**src/design/rit_pkg.sv**
```systemverilog
// Shared types and constants for the refcounted intern table.
package rit_pkg;

   localparam int TABLE_DEPTH_DEF = 256;
   localparam int KEY_BYTES_DEF   = 8;

   localparam logic [31:0] FNV_BASIS = 32'd2166136261;
   localparam logic [31:0] FNV_PRIME = 32'd16777619;
   localparam logic [31:0] IDENT_MAX = 32'hFFFF_FFFF;
   localparam logic [31:0] REFS_MAX  = 32'hFFFF_FFFF;

   typedef enum logic [1:0] {
      KIND_INTERN  = 2'd0,
      KIND_ADDREF  = 2'd1,
      KIND_RELEASE = 2'd2,
      KIND_FIND    = 2'd3
   } kind_type;

   typedef enum logic [2:0] {
      ST_FOUND   = 3'd0,
      ST_NEW     = 3'd1,
      ST_MISSING = 3'd2,
      ST_FULL    = 3'd3,
      ST_FREED   = 3'd4
   } status_type;

   typedef enum logic [2:0] {
      FIN_NONE = 3'd0,
      FIN_UPD  = 3'd1,
      FIN_NEW  = 3'd2,
      FIN_MISS = 3'd3,
      FIN_FULL = 3'd4
   } finish_type;

   typedef struct packed {
      logic       load;
      logic       idx_clr;
      logic       idx_inc;
      logic       idx_from_rem;
      logic       rd_en;
      logic       step_clr;
      logic       step_inc;
      logic       hash_init;
      logic       hash_step;
      logic       mod_step;
      logic       slot_take;
      logic       cand_load;
      logic       cand_inc;
      finish_type finish;
   } cmd_type;

   typedef struct packed {
      kind_type in_kind;
      logic     in_ident_zero;
      logic     last_idx;
      logic     key_hit;
      logic     id_hit;
      logic     cand_hit;
      logic     hash_last;
      logic     mod_last;
      logic     probe_free;
      logic     probe_last;
      logic     rsp_free;
   } stat_type;

endpackage

```
**src/design/rit_ctrl.sv**
```systemverilog
// Controller state machine sequencing scans, hashing, probing and responses.
module rit_ctrl
   import rit_pkg::*;
(
   input  logic     clock,
   input  logic     reset,
   input  logic     req_valid,
   output logic     req_ready,
   input  stat_type stat,
   output cmd_type  cmd
);

   typedef enum logic [13:0] {
      S_IDLE  = 14'b00000000000001,
      S_KRD   = 14'b00000000000010,
      S_KCMP  = 14'b00000000000100,
      S_HASH  = 14'b00000000001000,
      S_MOD   = 14'b00000000010000,
      S_PROBE = 14'b00000000100000,
      S_ARD   = 14'b00000001000000,
      S_ACMP  = 14'b00000010000000,
      S_IRD   = 14'b00000100000000,
      S_ICMP  = 14'b00001000000000,
      S_UPD   = 14'b00010000000000,
      S_NEW   = 14'b00100000000000,
      S_MISS  = 14'b01000000000000,
      S_FULL  = 14'b10000000000000
   } state_type;

   state_type state_ff, state_in;

   always_ff @(posedge clock) begin
      if (reset) state_ff <= S_IDLE;
      else       state_ff <= state_in;
   end

   always_comb begin
      state_in  = state_ff;
      cmd       = '0;
      cmd.finish = FIN_NONE;
      req_ready = 1'b0;
      unique case (state_ff)
         S_IDLE: begin
            req_ready = 1'b1;
            if (req_valid) begin
               cmd.load    = 1'b1;
               cmd.idx_clr = 1'b1;
               if (stat.in_kind == KIND_INTERN) state_in = S_KRD;
               else if (stat.in_ident_zero)     state_in = S_MISS;
               else                             state_in = S_IRD;
            end
         end
         S_KRD: begin
            cmd.rd_en = 1'b1;
            state_in  = S_KCMP;
         end
         S_KCMP: begin
            if (stat.key_hit) begin
               cmd.slot_take = 1'b1;
               state_in      = S_UPD;
            end else if (stat.last_idx) begin
               cmd.hash_init = 1'b1;
               cmd.step_clr  = 1'b1;
               state_in      = S_HASH;
            end else begin
               cmd.idx_inc = 1'b1;
               state_in    = S_KRD;
            end
         end
         S_HASH: begin
            cmd.hash_step = 1'b1;
            if (stat.hash_last) begin
               cmd.step_clr = 1'b1;
               state_in     = S_MOD;
            end else begin
               cmd.step_inc = 1'b1;
            end
         end
         S_MOD: begin
            cmd.mod_step = 1'b1;
            if (stat.mod_last) begin
               cmd.idx_from_rem = 1'b1;
               cmd.step_clr     = 1'b1;
               state_in         = S_PROBE;
            end else begin
               cmd.step_inc = 1'b1;
            end
         end
         S_PROBE: begin
            if (stat.probe_free) begin
               cmd.slot_take = 1'b1;
               cmd.cand_load = 1'b1;
               cmd.idx_clr   = 1'b1;
               state_in      = S_ARD;
            end else if (stat.probe_last) begin
               state_in = S_FULL;
            end else begin
               cmd.idx_inc  = 1'b1;
               cmd.step_inc = 1'b1;
            end
         end
         S_ARD: begin
            cmd.rd_en = 1'b1;
            state_in  = S_ACMP;
         end
         S_ACMP: begin
            if (stat.cand_hit) begin
               cmd.cand_inc = 1'b1;
               cmd.idx_clr  = 1'b1;
               state_in     = S_ARD;
            end else if (stat.last_idx) begin
               state_in = S_NEW;
            end else begin
               cmd.idx_inc = 1'b1;
               state_in    = S_ARD;
            end
         end
         S_IRD: begin
            cmd.rd_en = 1'b1;
            state_in  = S_ICMP;
         end
         S_ICMP: begin
            if (stat.id_hit) begin
               cmd.slot_take = 1'b1;
               state_in      = S_UPD;
            end else if (stat.last_idx) begin
               state_in = S_MISS;
            end else begin
               cmd.idx_inc = 1'b1;
               state_in    = S_IRD;
            end
         end
         S_UPD: begin
            if (stat.rsp_free) begin
               cmd.finish = FIN_UPD;
               state_in   = S_IDLE;
            end
         end
         S_NEW: begin
            if (stat.rsp_free) begin
               cmd.finish = FIN_NEW;
               state_in   = S_IDLE;
            end
         end
         S_MISS: begin
            if (stat.rsp_free) begin
               cmd.finish = FIN_MISS;
               state_in   = S_IDLE;
            end
         end
         S_FULL: begin
            if (stat.rsp_free) begin
               cmd.finish = FIN_FULL;
               state_in   = S_IDLE;
            end
         end
         default: state_in = S_IDLE;
      endcase
   end

endmodule

```
**config.mk**
```make
export PLATFORM = sky130hd
export DESIGN_NAME = rit_ctrl
export DESIGN_NICKNAME = d
export VERILOG_FILES = /design/src/design/rit_pkg.sv /design/src/design/rit_ctrl.sv
export SDC_FILE = /design/constraint.sdc
export NUM_CORES = 1
export LEC_CHECK = 0
export BUFFER_PORTS_ARGS = -buffer_cell sky130_fd_sc_hd__buf_2
export CAP_MARGIN = 20
export CORE_MARGIN = 1
export CORE_UTILIZATION = 52
export CTS_BUF_LIST = sky130_fd_sc_hd__clkbuf_8
export DETAILED_ROUTE_END_ITERATION = 7
export PLACE_DENSITY = 0.87
export SKIP_CTS_REPAIR_TIMING = 1
export SYNTH_ARGS = -nofsm -noshare
export SYNTH_HDL_FRONTEND = slang
export SYNTH_SLANG_ARGS = --single-unit
```
**constraint.sdc**
```tcl
create_clock -name clock -period 2.2 [get_ports clock]
set_input_delay 0.11 -clock clock [delete_from_list [all_inputs] [get_ports clock]]
set_output_delay 0.11 -clock clock [all_outputs]
set_load 0.02 [all_outputs]
```
# Word level (Yosys, flattened, before mapping)
# Index checks and enable logic that the tools add are counted.
# op_classes
eq_ne	19
muxes	52
reduce_logical	4
# ops
cell	count
$pmux W14 S11	1
$mux W14	9
$mux W13	3
$mux W1	26
$eq A14 B1 Y1 const B	1
$eq A14 B10 Y1 const B	1
$eq A14 B11 Y1 const B	1
$eq A14 B12 Y1 const B	1
$eq A14 B13 Y1 const B	1
$eq A14 B14 Y1 const B	1
$eq A14 B2 Y1 const B	1
$eq A14 B3 Y1 const B	1
$eq A14 B4 Y1 const B	1
$eq A14 B5 Y1 const B	1
$eq A14 B6 Y1 const B	1
$eq A14 B7 Y1 const B	1
$eq A14 B8 Y1 const B	1
$eq A14 B9 Y1 const B	1
$mux W12	1
$pmux W1 S3	4
$pmux W3 S4	1
$mux W2	4
$ne A2 B2 Y1 const B	3
$reduce_and A5 Y1	1
other kinds (8)	8
# totals
regBits	14
inputBits	15
output_inout_bits	17
elab_cells	76

# Logic depth before layout (Yosys ltp)
# logic_depth
depth_word	4
ltp_mapped	8
depth_no_buf	6

# Worst setup path after synthesis
# Ideal clock, no wire load.
# synth_timing
kind	reg2out
startpoint	register state_ff[0]
endpoint	output port cmd[13] (netlist bit)
arrival_time_ns	1.967
path_slack_ns	0.123
path_stages_with_launch	6
cell_sequence	dfxtp_1 -> or4_4 -> nor4b_2 -> nand3_1 -> a21boi_0 -> o21ai_0
# synth_lines
item	line_no	rtl
from (decl)	rit_ctrl.sv:30	state_type state_ff, state_in;
from (signal assigned)	rit_ctrl.sv:34	else state_ff <= state_in;
to (decl)	rit_ctrl.sv:10	output cmd_type cmd

==> out/results.txt <==
Tmin final = 2460 ps
Setup TNS Final = -722 ps
Die W = 48.6 um
Detailed Place HPWL = 2.45 mm
layout cells sized above 1 = 44.3%
most common cell after layout, fill and taps aside = buf_4
DRC viols = 0
vias in the first global route = 1182
PD cells = 569 nW/um2
worst hold path class = input port to flop
Worst Path Required = 2090 ps
wire per inst = 20.6 um
Sink Count = 14
largest net degree at the start of global routing = 15
flop-to-flop setup slack = -60 ps
worst hold path depth = 3
number of buffers created by CTS = 3
global-route wire length before repair = 5.49 mm
IO Pins = 32
r2r startpoint = state_ff[6]
largest registers = state_ff (14)
reg2reg end = state_ff[5]
floorplan core area = 2000 um2
slew of the pin with the lowest slew margin = 592 ps
Reg area = 293 um2
Yosys reg bits = 14
WS Path Type = flop to primary output
LEAKAGE = 0.731 nW
area delta synth->final = 45.4%
Non-Filler Instances = 221
R2R cell count = 8
Synth Flop Type = dfxtp_1
die footprint = 2360 um2
endpoint class of the critical path = primary output
Largest register FFs = 14
EDFF count, synth = 0
synthesized cell area = 1130 um2
Hold Fails Final Rpt = 0
Synth cell types = 48
Detailed Route WL = 4.56 mm
Syn Area/Cell = 7.67 um2
Starting DRT DRC Count = 75
Vias = 1504
placed cell areas = 1320 um2
fin area = 1640 um2
Synth area leader = dfxtp_1
largest reg by FF count = state_ff
Routed Antenna Nets = 0
fill count = 129
Synth top area share = 24.9%
port bufs = 31
Synthesized Nets = 162
placed insts = 203
H-tree depth = 1
Worst Setup SP = state_ff[6]
most frequent cells in the layout = 25 x buf_4, 24 x buf_2, 10 x nor3_1
nets@finish = 210
CTS tree = yes
Starting Density = 56.3%
Post-synth ARST share = 0%
worst-path fanout max = 4
Max clock buf depth = 2
failing checks = setup timing
ant diodes = 0
Hold EP = state_ff[4]
Slew Limit Fails = 0
clk_lat worst skew = 260 ps
Hold Crit Start = stat[4]
peak supply drop = 378 uV
max_cap viols = 0
die height = 48.6 um
gr ovfl total = 0
Yosys Warn Count = 0
sequential area share after synthesis = 24.9%
Clock Skew = 1.46 ps
total track usage = 30.1%
drt pass-1 iters = 5
fin worst setup slack = -256 ps
WP data arrival = 2350 ps
RSZ-0062 raised after global routing = yes
Clock transition at path regs = 70 ps
crit start category = flop
Post-Syn Instances = 147
Final period util = 112%
Vias/cell = 6.81
pre-CTS WS = 116 ps
clk root buf = clkbuf_8
final setup fails = 9
GP Congestion = 0.970
hold_ws = 156 ps
top cells by area, synth = dfxtp_1 25%, nor3_1 5.3%, a21oi_1 4.0%
slew margin rel. = 60.2%
fmax = 0.407 GHz
FP Rows = 16
initial antenna violation count = 0
status = finished, violations left
multi-input logic area = 877 um2
-- cells by family (layout without fill, tap and decap cells) --
group	count (synthesis)	after routing	synth area share [%]
simple gates	78	78	44.6
compound gates	34	34	20.3
buf+inv	18	65	7.88
flops	14	14	24.9
xor+xnor	3	3	2.33
-- worst max path at each step --
stage          depth (start not counted)  endpoint  slack, ps
6_report                               6    cmd[1]       -260
3_3_place_gp                           6   cmd[13]        160
3_5_place_dp                           6   cmd[13]        120
4_1_cts                                6   cmd[13]       -200
2_1_floorplan                          5   cmd[13]        120
5_1_grt                                6    cmd[1]       -310
-- report_power, final --
part / internal, mW / switching (mW)
logic: 0.156 / 0.214
clock network: 0.159 / 0.114
registers: 0.265 / 0.0256
total: 0.580 / 0.353
-- routing by layer --
layer  track usage, %  vias up  wire, um
met5                0        -         0
met4             15.7        0       240
met3             6.29       35       531
met2             50.2      147      2080
met1             36.3      676      1710
li1                 -      646         -
-- synth_stat cells, types with 2 or more instances --
| cell type | number |
|---|---|
| and4_1 | 3 |
| nor4b_1 | 2 |
| a21oi_1 | 9 |
| a211oi_1 | 2 |
| inv_1 | 8 |
| o31ai_1 | 6 |
| nand3_1 | 7 |
| or3_1 | 2 |
| nand2b_1 | 3 |
| nand4_1 | 4 |
| or4_4 | 2 |
| nor2b_1 | 4 |
| buf_2 | 3 |
| nor4_2 | 2 |
| and2_1 | 2 |
| nor2_1 | 9 |
| nor3_1 | 12 |
| a211o_1 | 2 |
| clkbuf_1 | 3 |
| nor4b_2 | 2 |
| dfxtp_1 | 14 |
| xnor2_1 | 2 |
| nand3b_1 | 2 |
| nor4_1 | 2 |
| o21ai_0 | 7 |
| nand2_1 | 9 |
| nor3b_1 | 3 |
-- stage by stage --
stage | util [%] | power [mW]
5_1_grt | 81.9 | 0.956
3_3_place_gp | 65.9 | 0.548
2_1_floorplan | - | 0.482
3_5_place_dp | 65.9 | 0.555
6_report | 81.9 | 0.933
4_1_cts | 68.6 | 0.816
-- area by class of cell --
class / instances / share of cell area [%]
Clock buffer: 4 / 3.36
Inverter: 9 / 2.37
Multi-Input combinational cell: 115 / 53.5
Sequential cell: 14 / 17.9
Tap cell: 27 / 2.06
Timing Repair Buffer: 52 / 20.8
-- critical path: stages (launching register included) --
cell      delay, ps
dfxtp_2         340
or4_4           580
nor4b_4         400
buf_4           170
nand3b_1        120
nor3_1          240
buf_2           230
Power figures use the tool's default switching activity.
